==> config.mk <==
export PLATFORM = sky130hd
export DESIGN_NAME = hcs_mod
export DESIGN_NICKNAME = d
export VERILOG_FILES = /design/src/hw/rtl/hcs_pkg.sv /design/src/hw/rtl/hcs_mod.sv
export SDC_FILE = /design/constraint.sdc
export NUM_CORES = 1
export LEC_CHECK = 0
export BUFFER_PORTS_ARGS = -buffer_cell sky130_fd_sc_hd__buf_2
export CORE_AREA = 4 4 185 97
export CTS_BUF_LIST = sky130_fd_sc_hd__clkbuf_4
export DETAILED_ROUTE_END_ITERATION = 6
export DIE_AREA = 0 0 189 101
export PLACE_DENSITY = 0.5
export SLEW_MARGIN = 0
export SYNTH_ARGS = -nofsm -noshare
export SYNTH_HDL_FRONTEND = slang
export SYNTH_SLANG_ARGS = --single-unit
==> constraint.sdc <==
create_clock -name clk -period 9.6 [get_ports clk]
set_input_delay 0.48 -clock clk [delete_from_list [all_inputs] [get_ports clk]]
set_output_delay 0.48 -clock clk [all_outputs]
set_load 0.05 [all_outputs]
==> src/hw/rtl/hcs_pkg.sv <==
// Package for the chained hash set: sizes, widths, opcodes and the controller state type.
// Used by hcs_mod and chained_hash_set; depends on nothing else.
package hcs_pkg;

    localparam int MAX_BUCKETS = 1024;
    localparam int POOL_NODES  = 2048;

    localparam int KEY_W   = 32;
    localparam int OP_W    = 2;
    localparam int BC_W    = 11;
    localparam int CNT_W   = 12;
    localparam int REF_W   = $clog2(POOL_NODES + 1);
    localparam int NODE_AW = $clog2(POOL_NODES);
    localparam int HEAD_AW = $clog2(MAX_BUCKETS);
    localparam int NODE_W  = KEY_W + REF_W;
    localparam int MOD_DIGIT = 4;

    localparam logic [OP_W-1:0] OP_INSERT = 2'd0;
    localparam logic [OP_W-1:0] OP_ERASE  = 2'd1;
    localparam logic [OP_W-1:0] OP_QUERY  = 2'd2;

    localparam logic [BC_W-1:0] BC_RESET = 11'd1021;

    typedef enum logic [3:0] {
        ST_CLEAR,
        ST_IDLE,
        ST_HASH,
        ST_HEAD,
        ST_WALK,
        ST_NODE,
        ST_ACT,
        ST_FREE,
        ST_UNLINK,
        ST_DONE
    } state_t;

endpackage

==> src/hw/rtl/hcs_mod.sv <==
// Iterative remainder unit: key modulo bucket count, four quotient bits a cycle.
// Depends on hcs_pkg.
module hcs_mod (
    input  logic                        clk,
    input  logic                        rst_n,
    input  logic                        start,
    input  logic [hcs_pkg::KEY_W-1:0]   dividend,
    input  logic [hcs_pkg::BC_W-1:0]    divisor,
    output logic                        done,
    output logic [hcs_pkg::HEAD_AW-1:0] remainder
);

    localparam int STEPS = hcs_pkg::KEY_W / hcs_pkg::MOD_DIGIT;
    localparam int CW    = $clog2(STEPS + 1);

    logic [hcs_pkg::KEY_W-1:0] shift_reg;
    logic [hcs_pkg::BC_W-1:0]  div_reg;
    logic [hcs_pkg::BC_W-1:0]  rem_reg;
    logic [hcs_pkg::BC_W-1:0]  rem_next;
    logic [CW-1:0]             cnt_reg;
    logic                      busy_reg;
    logic                      done_reg;

    always_comb
    begin
        logic [hcs_pkg::BC_W:0] r;
        r = {1'b0, rem_reg};
        for (int i = 0; i < hcs_pkg::MOD_DIGIT; i++)
        begin
            r = {r[hcs_pkg::BC_W-1:0], shift_reg[hcs_pkg::KEY_W-1-i]};
            if (r >= {1'b0, div_reg})
            begin
                r = r - {1'b0, div_reg};
            end
        end
        rem_next = r[hcs_pkg::BC_W-1:0];
    end

    always_ff @(posedge clk or negedge rst_n)
    begin
        if (!rst_n)
        begin
            busy_reg <= 1'b0;
            done_reg <= 1'b0;
            cnt_reg  <= '0;
        end
        else
        begin
            done_reg <= !start && busy_reg && (cnt_reg == CW'(STEPS - 1));
            if (start)
            begin
                busy_reg <= 1'b1;
                cnt_reg  <= '0;
            end
            else if (busy_reg)
            begin
                cnt_reg <= cnt_reg + 1'b1;
                if (cnt_reg == CW'(STEPS - 1))
                begin
                    busy_reg <= 1'b0;
                end
            end
        end
    end

    always_ff @(posedge clk)
    begin
        if (start)
        begin
            shift_reg <= dividend;
            div_reg   <= divisor;
            rem_reg   <= '0;
        end
        else if (busy_reg)
        begin
            shift_reg <= shift_reg << hcs_pkg::MOD_DIGIT;
            rem_reg   <= rem_next;
        end
    end

    assign done      = done_reg;
    assign remainder = rem_reg[hcs_pkg::HEAD_AW-1:0];

endmodule

==> out/results.ini <==
[place]
dpl.hpwl_um=9435
gp_congestion=0.8581
dp.cells=733
io_buffers=56

[routing]
drc=0
drt_iter0_drc=141
first_pass_iters=4
wl_um=12350
vias_per_cell=4.875
ant_nets=0
vias=3729
routedWlPerCell_um=16.14

[global_route]
gr-total-overflow=0
grt_pass1_vias=3729
grt_pass1_wl_um=19420
antenna_found_initial=1
grt_start_max_net_pins=64
track_usage_pct=12.98

[worst_setup_path]
cp_max_fo=9
cpLargestDelayFamily=compound AO/OA/AOI/OAI gates
end_kind=flop
startpoint_type=flop
critPathMaxStageDelay_ns=0.51
critPathArrivalTime_ns=9.47
critPathSlowestCell=or4_1
path_buf_inv=4
r2r_setup_slack_ns=0.39
criticalPathCategory=flop to flop
required_ns=9.86

[timing]
skew_ns=0.01165
setup-violations-final=0
fmax_ghz=0.1086
tightest_slew_ns=0.9044
post-route-period-util_pct=95.96
hold_viol=0
slew_violations=0
relSlewSlack_pct=39.70
fin_crit_ns=9.212

[synth]
synth_top_area_share_pct=26.67
async_flop_share_pct=10.00
synth-seq-cells=60
synth_warnings=0
ys_types=59
syn_area_per_cell_sq_um=10.39
synth_top_area_cell=edfxtp_1
syn_inst=466
seq_area_frac_synth_pct=34.32
synth_area_sq_um=4842
synthesis.nets=561
synth_ff_type=edfxtp_1
synth.top_cells.by_area=edfxtp_1, ha_1, mux2_2, dfxtp_1, xnor2_1
synth_edf_count=43

[min_path]
hp-class=input pin to flop

[floorplanning]
io_pins=57
rows=33
coreArea_sq_um=16230
die_h_um=101
dieArea_sq_um=19090
start_util_pct=29.84
die_x_um=189

[job]
maxCapViolCount=0

[final_layout]
area_growth_pct=15.56
largest_reg_flops=32
fin_cells=765
antenna_cells=0
final_util_pct=34.48
nets=629
layout-drive-gt1-share_pct=30.30

[clock_tree]
cts_htree_levels=3
clk_pin_slew_ns=0.11
tritoncts=built
cts-root-buf=clkbuf_4
cts-buffers-inserted=9
cts.sinks=60
clock_latency_ns=0.42
clockBufferDepth=2

[status]
status=finished, final reports clean

## Yosys cell counts, drive strengths merged (2+ instances only)
cell type,instances
o21ai,13
inv,23
o31a,2
nand2,18
o21a,7
mux2,50
nor3b,2
a21oi,27
nor2b,9
a211oi,15
nor2,37
dfxtp,11
nor4,2
ha,45
nand3,5
a21boi,4
nor4bb,2
o311ai,2
o211ai,7
a311oi,2
buf,13
clkbuf,12
and2,4
nor4b,2
nand2b,4
dfrtp,6
a21o,10
a211o,4
edfxtp,43
nand4,7
mux2i,15
nand3b,2
nor3,7
or2,3
xor2,11
or3,6
xnor2,19
fa,4
and3,3
## routing by layer
layer	track usage [%]	vias up	share of wire, %
li1	-	1873	-
met1	16.94	1748	48
met2	20.52	81	44
met3	3.979	25	5.5
met4	4.589	2	2.2
met5	0	-	0.16
## kinds of logic (layout without fill, tap and decap cells)
group / count (synthesis) / in the layout / synth area share (%)
AO/OA/AOI/OAI: 100 / 100 / 14.68
XOR/XNOR: 30 / 30 / 5.426
adder cells (fa/ha/maj): 49 / 49 / 13.28
buffers and inverters: 48 / 119 / 4.703
flip-flops: 60 / 60 / 34.32
multiplexers: 65 / 65 / 14.96
AND/OR/NAND/NOR: 114 / 115 / 12.64
## final timing paths
check                                   start  cells past startpoint    endpoint
worst max-delay path            shift_reg[31]                     39  rem_reg[6]
worst min-delay path               divisor[7]                      1  div_reg[7]
worst max register to register  shift_reg[31]                     39  rem_reg[6]
worst min register to register     cnt_reg[3]                      2  cnt_reg[3]
max in group asynchronous               rst_n                      2  cnt_reg[0]
min in group asynchronous               rst_n                      2    busy_reg
## through the flow
stage | setup WS, ns | hold WS, ns | setup TNS [ns] | area [sq um]
global placement | 0.2822 | 0.3135 | 0 | 5333
finish | 0.3881 | 0.2299 | 0 | 5595
detailed placement | 0.1756 | 0.3138 | 0 | 5333
CTS | 0.1453 | 0.1913 | 0 | 5443
global route | -0.08944 | 0.1946 | -0.4298 | 5595
floorplan | 0.8570 | 0.1844 | 0 | 4842
## cell type report
type	count	area, sq um
fill	1653	10630
timing repair buffer	81	470.5
clock buffer	9	67.56
inverter	23	86.33
multi-input combinational	359	2993
tap	227	284.0
clock inverter	6	32.53
sequential	60	1662
## placed cells by master (no fill, tap or decap), types with 8 or more instances in the layout
cell type	count
nor2b_1	9
mux2i_1	15
buf_2	56
a21o_1	10
buf_4	24
xor2_1	11
nor2_1	37
a211oi_1	12
edfxtp_1	43
inv_1	20
o21ai_0	8
clkbuf_4	9
xnor2_1	19
dfxtp_1	11
nand2_1	17
ha_1	44
mux2_2	46
a21oi_1	27
## timing repair
action                                  4_1_cts  5_1_grt
hold endpoints to repair                      6        0
endpoints found under the setup margin        0       11
buffers inserted                              0       15
hold buffers                                  1        0
gates resized for setup                       0       10
Power is left out: the tool's default activity adds up to more than one toggle a clock period on the data nets, which glitch-free logic cannot reach.
