File: src/hw/rtl/hcs_ram.sv
// Generic single-port synchronous RAM with a registered read port.
// Depends on nothing; every memory of the hash set is an instance of it.
module hcs_ram #(
    parameter int WIDTH = 8,
    parameter int DEPTH = 16
) (
    input  logic                     clk,
    input  logic                     we,
    input  logic [$clog2(DEPTH)-1:0] addr,
    input  logic [WIDTH-1:0]         wdata,
    output logic [WIDTH-1:0]         rdata
);

    logic [WIDTH-1:0] mem [DEPTH];

    always_ff @(posedge clk)
    begin
        if (we)
        begin
            mem[addr] <= wdata;
        end
        rdata <= mem[addr];
    end

endmodule

File: config.mk
export PLATFORM = sky130hd
export DESIGN_NAME = hcs_ram
export DESIGN_NICKNAME = d
export VERILOG_FILES = /design/src/hw/rtl/hcs_ram.sv
export SDC_FILE = /design/constraint.sdc
export NUM_CORES = 1
export LEC_CHECK = 0
export BUFFER_PORTS_ARGS = -buffer_cell sky130_fd_sc_hd__buf_2
export CORE_ASPECT_RATIO = 0.6
export CORE_MARGIN = 4
export CORE_UTILIZATION = 35
export DETAILED_ROUTE_END_ITERATION = 12
export PLACE_DENSITY_LB_ADDON = 0.08
export SKIP_CTS_REPAIR_TIMING = 1
export SYNTH_ARGS = -nofsm -noshare
export SYNTH_HDL_FRONTEND = slang
export SYNTH_SLANG_ARGS = --single-unit
File: constraint.sdc
create_clock -name clk -period 3.74 [get_ports clk]
set_input_delay 0.748 -clock clk [delete_from_list [all_inputs] [get_ports clk]]
set_output_delay 0.748 -clock clk [all_outputs]
set_load 0.01 [all_outputs]
==> flow_summary.yaml, run 1 <==
run_status:
  run_status: "finished clean"
yosys:
  syn-instance-count: 230
  synth.avg_cell_area_sq_um: 22.0
  syn_nets: 244
  synthesis.area_sq_mm: 0.00507
  seq_area_frac_synth_pct: 79.0
  ys_warn_count: 0
  ys_types: 18
  ys_ff_latch: 136
setup_path:
  r2r_end: "rdata[1]"
  worst-r2r-cell-count: 3
  cpLargestDelayFamily: "buffers and inverters"
  required_ns: 4.03
  crit_buf_inv: 2
  crit_chain: "buf_2 > buf_12 > mux4_2 > a22oi_1 > nand2_1"
  r2r_slack_ns: 2.39
  worstSetupEndpointType: "flop"
  arrival_ns: 2.46
  timing.rr.start: "mem[11][1]"
  critPathKind: "primary input to flop"
  start_kind: "primary input"
  crit_fanout: 22
  critPathMaxStageDelay_ns: 0.54
  cp_slowest_cell: "buf_2"
placed_design:
  placed_cells: 450
  hpwlAfterDp_um: 7180
  gp_congestion: 0.728
  io_buffers: 21
  dpl_cell_area_sq_mm: 0.00550
  dp_slack_ns: 1.07
route:
  viasPerCell: 4.92
  vias: 2373
  first_pass_iters: 4
  drtIter0Drc: 189
  ant_nets: 0
  drcViolationCount: 0
  avgRoutedWirePerCell_um: 23.4
  routed_wl_um: 11300
final_layout:
  diodes: 0
  regArea_sq_mm: 0.00400
  drive_above_1_share_pct: 34.1
  area_growth_pct: 20.6
  post-route-cell-area_sq_mm: 0.00611
  multi_input_comb_area_sq_mm: 0.00100
  final_cell_count_no_fill: 482
  finalCoreUtilization_pct: 43.9
  fill_cells: 1209
  finalNetCount: 291
die:
  die-height_um: 101
  dieArea_sq_mm: 0.0165
  rows: 33
  ios: 22
  start_util_pct: 36.4
  die_w_um: 163
  coreArea_sq_mm: 0.0139
pwr:
  p_comb_share_pct: 4.5
  p_int_mw: 2.88
  powerDensity_mw_per_mm2: 590
  p_sw_uw: 725
  p_leak_nw: 2.00
  irDropWorstVdd_v: 0.000255
  total_power_mw: 3.60
  swShare_pct: 20.1
  p_clk_share_pct: 47.8
  seqPwrFrac_pct: 47.7
global_routing:
  track_usage_pct: 14.7
  use_met1_pct: 23.0
  grtUsageMet3_pct: 3.74
  antenna_found_initial: 0
  gr-total-overflow: 0
  grt_first_pass_wirelength_um: 17000
  top_usage_layer: "met1"
  grt_max_degree: 23
  grt_pass1_vias: 2507
  use_met2_pct: 20.4
sta:
  postLayoutSetupSlackWorst_ns: 1.57
  drv_slew: 0
  tightest_slew_ns: 0.870
  clock_skew_ns: 0.0121
  max_freq_mhz: 462
  layout_min_cycle_time_ns: 2.17
  relSlewSlack_pct: 41.9
  setup-violations-final: 0
  rsz0062_at_grt: "false"
  hold_violations: 0
  fin_tns_setup_ns: 0
  hold_slack_ns: 0.675
  period_share_pct: 57.9
clock_network:
  insertion_delay_ns: 0.41
  cts_inserted_buffers: 17
  clock_path_buffers: 2
  clkSinkCount: 136
  tritoncts: "built"
  clock-root-buffer: "clkbuf_16"
  clkSlewWorstSetupHoldPaths_ns: 0.06
  h-tree-depth: 4
min_path:
  min_to: "rdata[3]"
  min-delay-start: "mem[15][3]"
  hold_class: "flop to flop"
  worstHoldPathCells: 3
run:
  maxCapViolations: 0
==> worst max path at each step <==
stage | start | to | slack [ns] | depth (start not counted)
CTS | addr[0] | rdata[4] | 1.50 | 5
global placement | addr[0] | rdata[4] | 1.07 | 5
finish | addr[0] | rdata[4] | 1.57 | 5
global route | addr[0] | rdata[2] | 1.42 | 5
floorplan | addr[2] | mem[0][0] | 1.50 | 2
detailed placement | addr[0] | rdata[4] | 1.07 | 5
==> area by class of cell <==
class                      instances  share of cell area, %
sequential                       136                   65.5
multi-input combinational         83                   16.4
clock buffer                      18                   7.02
timing repair buffer              39                   4.14
tap                              192                   3.93
clock inverter                    14                   2.95
==> cells in the final DEF, fill, tap and decap left out, drive strengths merged <==
| cell | netlist | layout |
|---|---|---|
| clkbuf | 3 | 18 |
| bufinv | 0 | 4 |
| edfxtp | 128 | 128 |
| nor2b | 2 | 2 |
| dfxtp | 8 | 8 |
| nor3 | 4 | 4 |
| a22oi | 16 | 16 |
| nor2 | 13 | 13 |
| nand3b | 2 | 2 |
| and2 | 1 | 1 |
| or3b | 1 | 1 |
| nand2 | 9 | 9 |
| clkinvlp | 0 | 3 |
| mux4 | 32 | 32 |
| nand2b | 2 | 2 |
| buf | 8 | 39 |
| nand3 | 1 | 1 |
| inv | 0 | 1 |
| clkinv | 0 | 6 |
==> metal layers <==
layer,share of wire [%],vias up
met4,0.64,0
met1,50,1263
met2,43,49
met5,0,-
li1,-,1054
met3,6.4,7
==> cell families after synthesis <==
family	Yosys count	synth area share [%]
mux	32	14.2
flops	136	79.0
simple gates	35	3.21
compound gates	16	2.37
buf+inv	11	1.19
==> synth_stat cells <==
library cell	number	area, sq um
a22oi_1	16	120
and2_1	1	6.26
buf_1	4	15.0
buf_2	2	10.0
buf_6	2	22.5
clkbuf_1	2	7.51
clkbuf_2	1	5.00
dfxtp_1	8	160
edfxtp_1	128	3840
mux4_2	32	721
nand2_1	9	33.8
nand2b_1	2	12.5
nand3_1	1	5.00
nand3b_1	2	15.0
nor2_1	13	48.8
nor2b_1	2	12.5
nor3_1	4	20.0
or3b_2	1	8.76
==> worst min-delay path, stage by stage (launching register included) <==
cell and delay (ns):
edfxtp_1 0.31, mux4_2 0.23, a22oi_1 0.06, nand2_1 0.05
==> sequential cells by signal (all words and copies together) (netlist names) <==
signal	count
rdata	8
mem	128
==> power groups by stage <==
stage          combinational, mW  sequential, mW  clock [mW]
6_report                   0.163            1.72        1.72
5_1_grt                    0.180            1.72        1.82
4_1_cts                    0.169            1.72        1.75
3_5_place_dp               0.169            1.75           0
3_3_place_gp               0.167            1.75           0
2_1_floorplan             0.0878            1.75           0
Power figures use the tool's default switching activity.
==> run 2: changes to the inputs <==
Settings changed: ABC_AREA set to 1.
Clock period 3.74 ns to 1.9 ns, I/O delays scaled along.
==> flow_summary.yaml, run 2 <==
run_status:
  run_status: "finished clean"
setup_path:
  startpoint: "rdata[7]"
  cp_slowest_cell: "dfxtp_1"
  crit_fanout: 1
  crit_buf_inv: 1
  r2r_slack_ns: 0.85
  crit_chain: "buf_2"
  worstSetupEndpointType: "primary output"
  required_ns: 1.52
  start_kind: "flop"
  critPathKind: "flop to primary output"
  cpLargestDelayFamily: "flip-flops"
  arrival_ns: 0.89
  timing.rr.start: "mem[7][3]"
  critPathMaxStageDelay_ns: 0.35
final_layout:
  area_growth_pct: 19.4
  final_cell_mix: "346 x nand2_1, 128 x edfxtp_1, 28 x buf_4, 21 x inv_1, 21 x buf_2"
  largest_registers: "mem (128), rdata (8)"
  final_common_cell: "nand2_1"
  largest_reg_flops: 128
  regMostFlops: "mem"
  finalNetCount: 609
  drive_above_1_share_pct: 12.7
global_routing:
  antenna_found_initial: 0
  track_usage_pct: 15.4
  grt_pass1_vias: 3626
  grt_max_degree: 32
  gr-total-overflow: 0
  grt_first_pass_wirelength_um: 20700
pwr:
  p_comb_share_pct: 5.9
  p_leak_nw: 2.87
  total_power_mw: 7.31
  swShare_pct: 20.9
  p_int_mw: 5.78
  irDropWorstVdd_v: 0.000467
  p_sw_mw: 1.53
  p_clk_share_pct: 48.0
  powerDensity_mw_per_mm2: 1090
  seqPwrFrac_pct: 46.2
yosys:
  synth_area_leader_cell: "edfxtp_1"
  async_reset_ff_share_pct: 0
  synth_edf_count: 128
  ys_warn_count: 0
  seq_area_frac_synth_pct: 71.6
  ys_top_cells_by_count: "346 x nand2_1, 128 x edfxtp_1, 21 x inv_1"
  ys_ff_latch: 136
  ys_types: 11
  synthesis.area_sq_mm: 0.00559
  synth.avg_cell_area_sq_um: 10.2
  syn-instance-count: 548
  synthFlopType: "edfxtp_1"
  yosys-top-cells-area: "edfxtp_1 69%, nand2_1 23%, dfxtp_1 2.9%"
  synth_top_area_share_pct: 68.7
  syn_nets: 562
  synth_most_common_cell: "nand2_1"
route:
  vias: 3673
  drtIter0Drc: 335
  avgRoutedWirePerCell_um: 16.6
  routed_wl_um: 13500
  viasPerCell: 4.53
  drcViolationCount: 0
  ant_nets: 0
  first_pass_iters: 4
clock_network:
  clkSlewWorstSetupHoldPaths_ns: 0.06
  insertion_delay_ns: 0.41
  cts_inserted_buffers: 17
  clock-root-buffer: "clkbuf_16"
  h-tree-depth: 4
  clock_path_buffers: 2
  clkSinkCount: 136
  tritoncts: "built"
sta:
  period_share_pct: 66.8
  tightest_slew_ns: 0.426
  rsz0062_at_grt: "false"
  max_freq_mhz: 788
  hold_violations: 0
  setup-violations-final: 0
  fin_tns_setup_ns: 0
  layout_min_cycle_time_ns: 1.27
  clock_skew_ns: 0.0198
  relSlewSlack_pct: 71.6
  drv_slew: 0
min_path:
  hold_class: "primary input to flop"
  min-delay-start: "wdata[4]"
die:
  ios: 22
  die_w_um: 171
  coreArea_sq_mm: 0.0155
  rows: 35
  dieArea_sq_mm: 0.0181
  die-height_um: 106
  start_util_pct: 36.1
placed_design:
  io_buffers: 21
  gp_congestion: 0.823
  hpwlAfterDp_um: 8770
run:
  maxCapViolations: 0
## run 2: final cells by class
class,instances,area (sq um)
Fill cell,1498,8820
Inverter,23,86.3
Sequential cell,136,4000
Multi-Input combinational cell,368,1390
Tap cell,203,254
Clock buffer,17,425
Timing Repair Buffer,49,315
Antenna cell,1,2.50
Clock inverter,14,206
## run 2: metrics by stage
step | instances | cell area (sq um) | util [%] | hold slack [ns] | setup slack, ns
after floorplan | 548 | 5590 | - | 0.479 | 0.143
after global placement | 779 | 6050 | 39.0 | 0.706 | 0.298
after detailed placement | 779 | 6050 | 39.0 | 0.692 | 0.304
after CTS | 810 | 6680 | 43.1 | 0.401 | 0.579
after global routing | 810 | 6680 | 43.1 | 0.406 | 0.584
final | 811 | 6680 | 43.1 | 0.395 | 0.631
## run 2: logic make-up (layout without fill, tap and decap cells)
family	count (synthesis)	after routing	synth area share [%]
other cells	0	1	0
flops	136	136	71.6
buf+inv	44	103	3.62
simple gates	368	368	24.8
## run 2: path summary, 6_finish.rpt
| check | cells past startpoint | end |
|---|---|---|
| min | 1 | mem[15][4] |
| max reg2reg | 8 | rdata[3] |
| max | 1 | rdata[7] |
| min reg2reg | 8 | rdata[0] |
## run 2: metal layers
metal | track usage, % | vias to the layer above | share of wire [%]
met5 | 0 | - | 0
met4 | 3.79 | 0 | 0.47
met3 | 3.72 | 6 | 5.0
met2 | 22.3 | 67 | 43
met1 | 23.4 | 1758 | 51
li1 | - | 1842 | -
## run 2: power by group through the flow
stage,Sequential [mW],Combinational (mW),Clock (mW)
floorplan,3.44,0.231,0
global placement,3.44,0.436,0
finish,3.38,0.429,3.51
detailed placement,3.44,0.433,0
CTS,3.38,0.437,3.56
global route,3.38,0.488,3.72
